`src/rtl/core/u8u16_pkg.sv`:
```
// ---------------------------------------------------------------------------
// u8u16_pkg
// Shared types and constants of the UTF-8 to UTF-16 stream decoder: the
// controller/datapath command and status groups and the code point limits.
// ---------------------------------------------------------------------------
`default_nettype none

package u8u16_pkg;

   // Input operation codes
   localparam logic OP_DECODE  = 1'b0;
   localparam logic OP_DISCARD = 1'b1;

   // Code point limits and UTF-16 building blocks
   localparam logic [15:0] REPL_CHAR   = 16'hFFFD;
   localparam logic [20:0] CP_MAX      = 21'h10FFFF;
   localparam logic [20:0] SURR_LO     = 21'h00D800;
   localparam logic [20:0] SURR_HI     = 21'h00DFFF;
   localparam logic [20:0] BMP_MAX     = 21'h00FFFF;
   localparam logic [20:0] PAIR_OFFSET = 21'h010000;
   localparam logic [20:0] MIN_LEN2    = 21'h000080;
   localparam logic [20:0] MIN_LEN3    = 21'h000800;
   localparam logic [15:0] HIGH_BASE   = 16'hD800;
   localparam logic [15:0] LOW_BASE    = 16'hDC00;

   // Byte buffer: up to three held bytes plus the new one
   localparam int BUF_DEPTH = 4;

   // Controller to datapath commands
   typedef struct packed {
      logic append;     // write the accepted byte behind the held bytes
      logic clear;      // discard the held bytes
      logic advance;    // take the decoded unit into the pending slot
      logic push;       // move the pending unit to the output register
      logic last;       // mark the pushed unit as the last of its run
   } cmd_type;

   // Datapath to controller status
   typedef struct packed {
      logic       stop;        // no further unit can be decoded from the buffer
      logic       pend_valid;  // a decoded unit waits in the pending slot
      logic       out_free;    // the output register can take a unit now
      logic [2:0] count;       // bytes in the buffer
   } status_type;

endpackage

`default_nettype wire

```
`src/rtl/core/u8u16_if.sv`:
```
// ---------------------------------------------------------------------------
// u8u16_req_if / u8u16_rsp_if
// Valid/ready channels of the decoder: byte requests in, code units out.
// ---------------------------------------------------------------------------
`default_nettype none

interface u8u16_req_if;
   logic       valid;
   logic       ready;
   logic       op;
   logic [7:0] data_byte;

   modport source (output valid, output op, output data_byte, input ready);
   modport sink   (input valid, input op, input data_byte, output ready);
endinterface

interface u8u16_rsp_if;
   logic        valid;
   logic        ready;
   logic [15:0] code_unit;
   logic        is_replacement;
   logic        last_of_run;

   modport source (output valid, output code_unit, output is_replacement,
                   output last_of_run, input ready);
   modport sink   (input valid, input code_unit, input is_replacement,
                   input last_of_run, output ready);
endinterface

`default_nettype wire

```
`src/rtl/core/u8u16_ctrl.sv`:
```
// ---------------------------------------------------------------------------
// u8u16_ctrl
// Sequencer: accepts one request; discard clears the buffer, decode steps it
// one code unit per cycle while the output is free, until nothing decodes.
// ---------------------------------------------------------------------------
`default_nettype none

module u8u16_ctrl (
   input  wire logic                  clock,
   input  wire logic                  reset,
   input  wire logic                  req_valid,
   input  wire logic                  req_op,
   output logic                       req_ready,
   input  wire u8u16_pkg::status_type status,
   output u8u16_pkg::cmd_type         cmd
);

   typedef enum logic [1:0] {
      ST_IDLE = 2'b01,
      ST_SCAN = 2'b10
   } state_type;

   state_type state_ff, state_in;
   logic      accept;

   assign req_ready = (state_ff == ST_IDLE);
   assign accept    = req_valid && req_ready;

   // Next state and datapath commands
   always_comb begin
      state_in    = state_ff;
      cmd         = '0;
      case (state_ff)
         ST_IDLE: begin
            if (accept) begin
               if (req_op == u8u16_pkg::OP_DISCARD) begin
                  cmd.clear = 1'b1;
               end else begin
                  cmd.append = 1'b1;
                  state_in   = ST_SCAN;
               end
            end
         end
         ST_SCAN: begin
            if (status.stop) begin
               // Flush the held unit as the last one of the run
               if (!status.pend_valid) begin
                  state_in = ST_IDLE;
               end else if (status.out_free) begin
                  cmd.push = 1'b1;
                  cmd.last = 1'b1;
                  state_in = ST_IDLE;
               end
            end else if (!status.pend_valid || status.out_free) begin
               // Take the next unit; release the previous one as not last
               cmd.advance = 1'b1;
               cmd.push    = status.pend_valid;
            end
         end
         default: begin
            state_in = ST_IDLE;
         end
      endcase
   end

   always_ff @(posedge clock) begin
      if (reset) begin
         state_ff <= ST_IDLE;
      end else begin
         state_ff <= state_in;
      end
   end

endmodule

`default_nettype wire

```
`src/rtl/core/u8u16_dp.sv`:
```
// ---------------------------------------------------------------------------
// u8u16_dp
// Datapath of the decoder: byte buffer, sequence decoder and checker,
// surrogate pair split, pending unit slot and output register.
// ---------------------------------------------------------------------------
`default_nettype none

module u8u16_dp (
   input  wire logic                  clock,
   input  wire logic                  reset,
   input  wire u8u16_pkg::cmd_type    cmd,
   input  wire logic [7:0]            data_byte,
   output u8u16_pkg::status_type      status,
   output logic                       rsp_valid,
   input  wire logic                  rsp_ready,
   output logic [15:0]                rsp_code_unit,
   output logic                       rsp_is_replacement,
   output logic                       rsp_last_of_run
);

   logic [7:0]  buf_ff [u8u16_pkg::BUF_DEPTH];
   logic [7:0]  buf_in [u8u16_pkg::BUF_DEPTH];
   logic [2:0]  count_ff, count_in;
   logic        half_ff, half_in;
   logic        pend_valid_ff, pend_valid_in;
   logic [15:0] pend_unit_ff;
   logic        pend_repl_ff;
   logic        out_valid_ff, out_valid_in;
   logic [15:0] out_unit_ff;
   logic        out_repl_ff;
   logic        out_last_ff;

   logic [2:0]  seq_len;
   logic        stray;
   logic        cont_ok;
   logic        bad;
   logic [20:0] cp;
   logic [20:0] pair_val;
   logic        stop;
   logic [15:0] unit;
   logic        repl;
   logic        pair;
   logic [2:0]  drop;
   logic        out_free;

   // Classify the lead byte
   always_comb begin
      stray   = 1'b0;
      seq_len = 3'd1;
      if (!buf_ff[0][7]) begin
         seq_len = 3'd1;
      end else if (buf_ff[0][7:5] == 3'b110) begin
         seq_len = 3'd2;
      end else if (buf_ff[0][7:4] == 4'b1110) begin
         seq_len = 3'd3;
      end else if (buf_ff[0][7:3] == 5'b11110) begin
         seq_len = 3'd4;
      end else begin
         stray = 1'b1;
      end
   end

   // Assemble and check the code point
   always_comb begin
      cont_ok = 1'b1;
      bad     = 1'b0;
      cp      = {13'd0, buf_ff[0]};
      case (seq_len)
         3'd1: begin
            cp = {13'd0, buf_ff[0]};
         end
         3'd2: begin
            cont_ok = (buf_ff[1][7:6] == 2'b10);
            cp      = {10'd0, buf_ff[0][4:0], buf_ff[1][5:0]};
            bad     = (cp < u8u16_pkg::MIN_LEN2);
         end
         3'd3: begin
            cont_ok = (buf_ff[1][7:6] == 2'b10) && (buf_ff[2][7:6] == 2'b10);
            cp      = {5'd0, buf_ff[0][3:0], buf_ff[1][5:0], buf_ff[2][5:0]};
            bad     = (cp < u8u16_pkg::MIN_LEN3) ||
                      ((cp >= u8u16_pkg::SURR_LO) && (cp <= u8u16_pkg::SURR_HI));
         end
         3'd4: begin
            cont_ok = (buf_ff[1][7:6] == 2'b10) && (buf_ff[2][7:6] == 2'b10) &&
                      (buf_ff[3][7:6] == 2'b10);
            cp      = {buf_ff[0][2:0], buf_ff[1][5:0], buf_ff[2][5:0],
                       buf_ff[3][5:0]};
            bad     = (cp < u8u16_pkg::PAIR_OFFSET) || (cp > u8u16_pkg::CP_MAX);
         end
         default: begin
            cont_ok = 1'b0;
         end
      endcase
   end

   assign pair_val = cp - u8u16_pkg::PAIR_OFFSET;

   // Pick the unit to emit and how many bytes it consumes
   always_comb begin
      stop = (count_ff == 3'd0) || (!stray && (seq_len > count_ff));
      pair = 1'b0;
      repl = 1'b0;
      unit = cp[15:0];
      drop = seq_len;
      if (stray || !cont_ok || bad) begin
         unit = u8u16_pkg::REPL_CHAR;
         repl = 1'b1;
         drop = 3'd1;
      end else if (cp > u8u16_pkg::BMP_MAX) begin
         // High half first with the bytes kept, low half consumes them
         pair = 1'b1;
         if (half_ff) begin
            unit = u8u16_pkg::LOW_BASE + {6'd0, pair_val[9:0]};
            drop = 3'd4;
         end else begin
            unit = u8u16_pkg::HIGH_BASE + {6'd0, pair_val[19:10]};
            drop = 3'd0;
         end
      end
   end

   // Buffer update: append, discard or shift out consumed bytes
   always_comb begin
      for (int k = 0; k < u8u16_pkg::BUF_DEPTH; k++) begin
         buf_in[k] = buf_ff[k];
      end
      count_in = count_ff;
      half_in  = half_ff;
      if (cmd.clear) begin
         count_in = 3'd0;
      end
      if (cmd.append) begin
         for (int k = 0; k < u8u16_pkg::BUF_DEPTH; k++) begin
            if (count_ff == 3'(k)) begin
               buf_in[k] = data_byte;
            end
         end
         count_in = count_ff + 3'd1;
      end
      if (cmd.advance) begin
         case (drop)
            3'd1: begin
               buf_in[0] = buf_ff[1];
               buf_in[1] = buf_ff[2];
               buf_in[2] = buf_ff[3];
            end
            3'd2: begin
               buf_in[0] = buf_ff[2];
               buf_in[1] = buf_ff[3];
            end
            3'd3: begin
               buf_in[0] = buf_ff[3];
            end
            default: begin
            end
         endcase
         count_in = count_ff - drop;
         if (pair) begin
            half_in = !half_ff;
         end
      end
   end

   assign out_free = !out_valid_ff || rsp_ready;

   // Pending slot and output register occupancy
   always_comb begin
      pend_valid_in = pend_valid_ff;
      if (cmd.advance) begin
         pend_valid_in = 1'b1;
      end else if (cmd.push) begin
         pend_valid_in = 1'b0;
      end
      out_valid_in = out_valid_ff;
      if (cmd.push) begin
         out_valid_in = 1'b1;
      end else if (rsp_ready) begin
         out_valid_in = 1'b0;
      end
   end

   // Control registers
   always_ff @(posedge clock) begin
      if (reset) begin
         count_ff      <= 3'd0;
         half_ff       <= 1'b0;
         pend_valid_ff <= 1'b0;
         out_valid_ff  <= 1'b0;
      end else begin
         count_ff      <= count_in;
         half_ff       <= half_in;
         pend_valid_ff <= pend_valid_in;
         out_valid_ff  <= out_valid_in;
      end
   end

   // Payload registers
   always_ff @(posedge clock) begin
      for (int k = 0; k < u8u16_pkg::BUF_DEPTH; k++) begin
         buf_ff[k] <= buf_in[k];
      end
      if (cmd.push) begin
         out_unit_ff <= pend_unit_ff;
         out_repl_ff <= pend_repl_ff;
         out_last_ff <= cmd.last;
      end
      if (cmd.advance) begin
         pend_unit_ff <= unit;
         pend_repl_ff <= repl;
      end
   end

   assign status.stop       = stop;
   assign status.pend_valid = pend_valid_ff;
   assign status.out_free   = out_free;
   assign status.count      = count_ff;

   assign rsp_valid          = out_valid_ff;
   assign rsp_code_unit      = out_unit_ff;
   assign rsp_is_replacement = out_repl_ff;
   assign rsp_last_of_run    = out_last_ff;

endmodule

`default_nettype wire

```
`src/rtl/core/utf8_to_utf16_stream_decoder_core.sv`:
```
// ---------------------------------------------------------------------------
// utf8_to_utf16_stream_decoder_core
// UTF-8 byte stream in, UTF-16 code units out, with U+FFFD for bad input.
//
// req_ch carries one transaction per byte: op selects decode of data_byte
// or discard of the held incomplete bytes. rsp_ch carries the code units a
// byte produces (0 to 4), the last one flagged with last_of_run; a unit of
// U+FFFD that stands for a malformed byte has is_replacement set.
// A decode transaction is accepted and then scanned: one scan step per unit
// through the shared sequence decoder, and a final scan step that finds
// nothing more and flushes the last unit. A discard transaction clears the
// held bytes on acceptance. The block takes one transaction at a time;
// req_ch.ready is high only between transactions.
// The first unit goes through the pending slot and the output register to rsp_ch.
// Reset empties the held bytes and drops any unit not yet delivered.
// When the receiver stalls, the output register holds its unit and one more
// unit waits in the pending slot; decoding halts until the output frees.
// ---------------------------------------------------------------------------
`default_nettype none

module utf8_to_utf16_stream_decoder_core (
   input  wire logic       clock,
   input  wire logic       reset,
   u8u16_req_if.sink       req_ch,
   u8u16_rsp_if.source     rsp_ch
);

   u8u16_pkg::cmd_type    cmd;
   u8u16_pkg::status_type status;

   u8u16_ctrl u_ctrl (
      .clock     (clock),
      .reset     (reset),
      .req_valid (req_ch.valid),
      .req_op    (req_ch.op),
      .req_ready (req_ch.ready),
      .status    (status),
      .cmd       (cmd)
   );

   u8u16_dp u_dp (
      .clock              (clock),
      .reset              (reset),
      .cmd                (cmd),
      .data_byte          (req_ch.data_byte),
      .status             (status),
      .rsp_valid          (rsp_ch.valid),
      .rsp_ready          (rsp_ch.ready),
      .rsp_code_unit      (rsp_ch.code_unit),
      .rsp_is_replacement (rsp_ch.is_replacement),
      .rsp_last_of_run    (rsp_ch.last_of_run)
   );

   // A new transaction never starts while a unit of the last one is pending
   a_accept_no_pending: assert property (@(posedge clock) disable iff (reset)
      (req_ch.valid && req_ch.ready) |-> !status.pend_valid)
      else $error("request accepted with a unit still pending");

   // Between transactions the buffer holds at most three bytes
   a_held_limit: assert property (@(posedge clock) disable iff (reset)
      req_ch.ready |-> (status.count <= 3'd3))
      else $error("held byte count above three");

   // A unit is only moved out when the output register can take it
   a_push_free: assert property (@(posedge clock) disable iff (reset)
      cmd.push |-> status.out_free)
      else $error("unit pushed over an undelivered one");

   // After a last unit is pushed the block returns to accepting requests
   a_last_ends_run: assert property (@(posedge clock) disable iff (reset)
      (cmd.push && cmd.last) |=> req_ch.ready)
      else $error("run did not end after its last unit");

endmodule

`default_nettype wire
```
`src/flat_wrapper.sv`:
```
// flat-port wrapper written by rule: the top's interface ports become plain ports
module utf8_to_utf16_stream_decoder_core_flat 
  (clock, reset, req_ch_valid, req_ch_op, req_ch_data_byte, req_ch_ready, rsp_ch_valid, rsp_ch_code_unit, rsp_ch_is_replacement, rsp_ch_last_of_run, rsp_ch_ready);
  u8u16_req_if req_ch_i ();
  u8u16_rsp_if rsp_ch_i ();
  input  wire logic clock;
  input  wire logic reset;
  input wire logic [$bits(req_ch_i.valid)-1:0] req_ch_valid;
  input wire logic [$bits(req_ch_i.op)-1:0] req_ch_op;
  input wire logic [$bits(req_ch_i.data_byte)-1:0] req_ch_data_byte;
  output wire logic [$bits(req_ch_i.ready)-1:0] req_ch_ready;
  output wire logic [$bits(rsp_ch_i.valid)-1:0] rsp_ch_valid;
  output wire logic [$bits(rsp_ch_i.code_unit)-1:0] rsp_ch_code_unit;
  output wire logic [$bits(rsp_ch_i.is_replacement)-1:0] rsp_ch_is_replacement;
  output wire logic [$bits(rsp_ch_i.last_of_run)-1:0] rsp_ch_last_of_run;
  input wire logic [$bits(rsp_ch_i.ready)-1:0] rsp_ch_ready;
  assign req_ch_i.valid = req_ch_valid;
  assign req_ch_i.op = req_ch_op;
  assign req_ch_i.data_byte = req_ch_data_byte;
  assign req_ch_ready = req_ch_i.ready;
  assign rsp_ch_valid = rsp_ch_i.valid;
  assign rsp_ch_code_unit = rsp_ch_i.code_unit;
  assign rsp_ch_is_replacement = rsp_ch_i.is_replacement;
  assign rsp_ch_last_of_run = rsp_ch_i.last_of_run;
  assign rsp_ch_i.ready = rsp_ch_ready;
  utf8_to_utf16_stream_decoder_core u_core (.clock(clock), .reset(reset), .req_ch(req_ch_i), .rsp_ch(rsp_ch_i));
endmodule
```
`config.mk`:
```
export PLATFORM = sky130hd
export DESIGN_NAME = utf8_to_utf16_stream_decoder_core_flat
export DESIGN_NICKNAME = d
export VERILOG_FILES = /design/src/rtl/core/u8u16_pkg.sv /design/src/rtl/core/u8u16_if.sv /design/src/rtl/core/u8u16_ctrl.sv /design/src/rtl/core/u8u16_dp.sv /design/src/rtl/core/utf8_to_utf16_stream_decoder_core.sv /design/src/flat_wrapper.sv
export SDC_FILE = /design/constraint.sdc
export NUM_CORES = 1
export LEC_CHECK = 0
export BUFFER_PORTS_ARGS = -buffer_cell sky130_fd_sc_hd__buf_2
export CAP_MARGIN = 20
export CORE_ASPECT_RATIO = 2
export CORE_MARGIN = 1
export CORE_UTILIZATION = 40
export DETAILED_ROUTE_END_ITERATION = 10
export GPL_TIMING_DRIVEN = 0
export SLEW_MARGIN = 20
export SYNTH_ARGS = -nofsm -noshare
export SYNTH_HDL_FRONTEND = slang
export SYNTH_SLANG_ARGS = --single-unit
```
`constraint.sdc`:
```
create_clock -name clock -period 10.9 [get_ports clock]
set_input_delay 0 -clock clock [delete_from_list [all_inputs] [get_ports clock]]
set_output_delay 0 -clock clock [all_outputs]
set_load 0.05 [all_outputs]
```
==> summary.md <==
| Metric | Value |
|---|---|
| Outcome | `complete, no violations` |
| CP max-delay cell | `a41oi_1` |
| Main combinational cell family by area after synthesis | `compound AO/OA/AOI/OAI gates` |
| Fmax | `between 200 and 250 MHz` |
| Hold Path Sink | `u_core.u_dp.count_ff[0]` |
| Synthesized area | `4360 um2` |
| Synth Warn # | `0` |
| Vias in the first global route | `about 3600` |
| Routed len/inst | `21.6 um` |
| Nets@finish | `between 500 and 600` |
| Maximum number of pins on one net before global-route repair | `23` |
| # hold bufs at CTS | `10` |
| Synth Net Count | `approximately 460` |
| Initial core utilization | `around two fifths` |
| Final Cycle Share | `a little over two fifths` |
| 1st-iter DRT viols | `just over 200` |
| Reg2reg start | `u_core.u_dp.buf_ff[0][4]` |
| Crit Path Max Fanout | `10` |
| First-pass GRT wire length | `slightly above 20000 um` |
| Most numerous cell in the Yosys netlist | `edfxtp_1` |
| Adder-cell share of the synthesized area | `3.61%` |
| Most used flip-flop cell after synthesis | `edfxtp_1` |
| Setup Fix Bufs, Post-CTS | `0` |
| Insertion delay to the later sink of the worst-skew pair | `between 0.3 and 0.4 ns` |
| Residual DRC | `0` |
| Simple-gate share of the synthesized area | `14.1%` |
| Compound-gate portion of the synthesized area | `22.8%` |
| Seq cells post-synth | `75` |
| Mapped Cells | `437` |
| PostCTS Resize Cnt | `0` |
| Root Buffer | `clkbuf_16` |
| Core area | `10500 um2` |
| Multiplexer share of the synthesized area | `9.87%` |
| All-layer global routing usage | `between 20% and 30%` |
| Critical R2R Capture | `u_core.u_dp.count_ff[2]` |
| Switching power | `roughly 0.00032 W` |
| ANT nets after route | `0` |
| Final hold slack | `around 0.021 ns` |
| XOR/XNOR Fraction of Synth Area | `less than 1%` |
| Reg2reg setup slack | `a little over 6 ns` |
| Final Hold Vio Count | `0` |
| Crit end category | `flop` |
| Crit-path leading delay family | `simple AND/OR/NAND/NOR gates` |
| Detailed-route via count | `roughly 3700` |
| Dpl hpwl | `10700 um` |
| # rows | `53` |
| Area delta synth->final | `17.1%` |
| Setup total negative slack | `0 ns` |
| Pwr dens | `188 nW/um2` |
| Max-Cap Viols | `0` |
| Most frequent cells after synthesis | `edfxtp_1 (43), mux2i_1 (37), nand2_1 (36)` |
| Max-slew violation count | `0` |
| Hold Crit Class | `in2reg` |
| Worst R2R Path Depth | `15` |
| Relative slew slack | `a little over two fifths` |
| Gp weighted congestion | `between 0.9 and 1` |
| Ant. Diodes | `0` |
| Die area | `~11000 um2` |
| TritonRoute pass-1 iters | `5` |
| Flop pwr share | `between 30 and 40%` |
| Internal power | `approximately 0.00064 W` |
| H-Tree Depth | `3` |
| RSZ-0062 raised after global routing | `false` |
| EDFF count, synth | `43` |
| Slowest stage delay, CP | `0.49 ns` |
| Die height | `around 150 um` |
| Remaining Overflow, GRT | `0` |
| Unique masters post-synth | `71` |
| Max Buffers Root-to-Sink | `2` |
| Slew @ Worst Pin | `between 0.8 and 0.9 ns` |
| Setup CP Type | `reg2reg` |
| WP data arrival | `4.99 ns` |
| Reg clk slew, reported paths | `0.06 ns` |
| Register area share after synthesis | `between 40% and 50%` |
| Logic pwr share | `29.3%` |
| P_leak | `about 2.1 nW` |
| I/O pins | `33` |
| Port Buf Inserts | `31` |
| Synth top area share | `about 30%` |
| Sink Count | `75` |
| Sw Ratio | `33.4%` |
| Synth area leaders | `edfxtp_1 (30%), dfxtp_1 (15%), mux2i_1 (8.5%)` |
| CP cell instances | `buf_2, buf_4, nand3_1, a41oi_1, nand4_1, nor3_4, mux2i_1, a21o_1, o21ai_0, ha_1, fa_1, nand2b_1, a221oi_1, or4b_1, and4_1` |
| CP Launch Type | `flop` |
| Vias per Instance | `roughly 6` |
| Fin crit period | `between 4 and 5 ns` |
| Ys async rst share | `0%` |
| Max rail drop VDD | `about 0.00009 V` |
| Power share of the clock group | `between 30% and 40%` |
| Hold path depth | `2` |
| WP data required | `11.14 ns` |
| HP Start | `reset` |
| CTS buffer count | `9` |
| DIE WIDTH | `75.8 um` |
| Syn Area/Cell | `around 10 um2` |
| Initial antenna violation count | `0` |
| Wirelength, routed | `approximately 14000 um` |
| Synth area leader | `edfxtp_1` |
| Fraction of layout cells with a size suffix above 1 | `between 10% and 20%` |
| CTS tree | `done` |
| # setup viols final | `0` |
| WP buf/inv | `2` |
| Clock skew | `between 0.009 and 0.01 ns` |
-- how the worst max path moves through the flow --
| stage | from | to | slack [ns] | cells past startpoint |
|---|---|---|---|---|
| finish | u_core.u_dp.buf_ff[0][4] | u_core.u_dp.count_ff[2] | 6.14 | 15 |
| global placement | u_core.u_dp.buf_ff[0][5] | u_core.u_dp.count_ff[2] | 6.24 | 15 |
| floorplan | u_core.u_dp.buf_ff[0][6] | u_core.u_dp.count_ff[2] | 7.05 | 16 |
| detailed placement | u_core.u_dp.buf_ff[0][4] | u_core.u_dp.count_ff[2] | 6.24 | 15 |
| CTS | u_core.u_dp.buf_ff[0][4] | u_core.u_dp.count_ff[2] | 6.23 | 15 |
| global route | u_core.u_dp.buf_ff[0][4] | u_core.u_dp.count_ff[2] | 5.98 | 15 |
-- registers in the layout, summed over array words and instances (netlist names) --
| register | cells |
|---|---|
| u_core.u_dp.pend_valid_ff | 1 |
| u_core.u_ctrl.state_ff | 2 |
| u_core.u_dp.buf_ff | 32 |
| u_core.u_dp.pend_repl_ff | 1 |
| u_core.u_dp.rsp_valid | 1 |
| u_core.u_dp.rsp_is_replacement | 1 |
| u_core.u_dp.count_ff | 3 |
| u_core.u_dp.rsp_code_unit | 16 |
| u_core.u_dp.pend_unit_ff | 16 |
| u_core.u_dp.rsp_last_of_run | 1 |
| u_core.u_dp.half_ff | 1 |
-- cells by family (layout without fill, tap and decap cells) --
kind of cell    count (synthesis)  after routing
flops                          75             75
buf+inv                        47            104
xor+xnor                        2              2
simple gates                  121            121
mux                            42             42
compound gates                138            138
fa+ha+maj                      12             12
-- layout by cell type, fill, tap and decap left out, drive strengths merged, types with 6 or more instances in the layout --
master       count
buf             46
a22oi           15
nand3           13
inv             17
clkbuf          24
dfxtp           32
a22o             8
o21ai           19
o22ai            9
ha              11
nand2           36
edfxtp          43
and2             8
a31oi            6
a21oi           27
nor2b            9
dlygate4sd3     10
nor2            29
mux2i           37
-- power by group through the flow --
stage / Sequential [W] / Clock (W) / Combinational [W]
final: 0.000360 / 0.000318 / 0.000281
after global routing: 0.000362 / 0.000337 / 0.000305
after CTS: 0.000360 / 0.000323 / 0.000279
after detailed placement: 0.000366 / 0 / 0.000275
after global placement: 0.000366 / 0 / 0.000275
after floorplan: 0.000351 / 0 / 0.000201
-- per-stage QoR --
step / area (um2) / utilization (%) / setup WS (ns) / power, W / std cells
final: 5110 / 48.4 / 6.14 / 0.000959 / 631
after global routing: 5110 / 48.4 / 5.98 / 0.00100 / 631
after CTS: 5110 / 48.4 / 6.23 / 0.000962 / 631
after detailed placement: 4690 / 44.5 / 6.24 / 0.000641 / 605
after global placement: 4690 / 44.5 / 6.24 / 0.000641 / 605
after floorplan: 4360 / - / 7.05 / 0.000552 / 437
-- final cells by class --
cell class,instances,area [um2]
Sequential cell,75,1930
Tap cell,137,171
Timing Repair Buffer,41,255
Fill cell,1029,5440
Multi-Input combinational cell,315,2220
Clock buffer,9,225
Clock inverter,7,92.6
Inverter,17,63.8
Buffer,30,149
-- routing by layer --
layer	wire, um	global-route usage [%]
met2	7550	46.6
met1	4590	25.0
met4	938	19.5
met5	0	0
met3	550	3.97
Note: power is estimated with default switching activity, not from simulation.
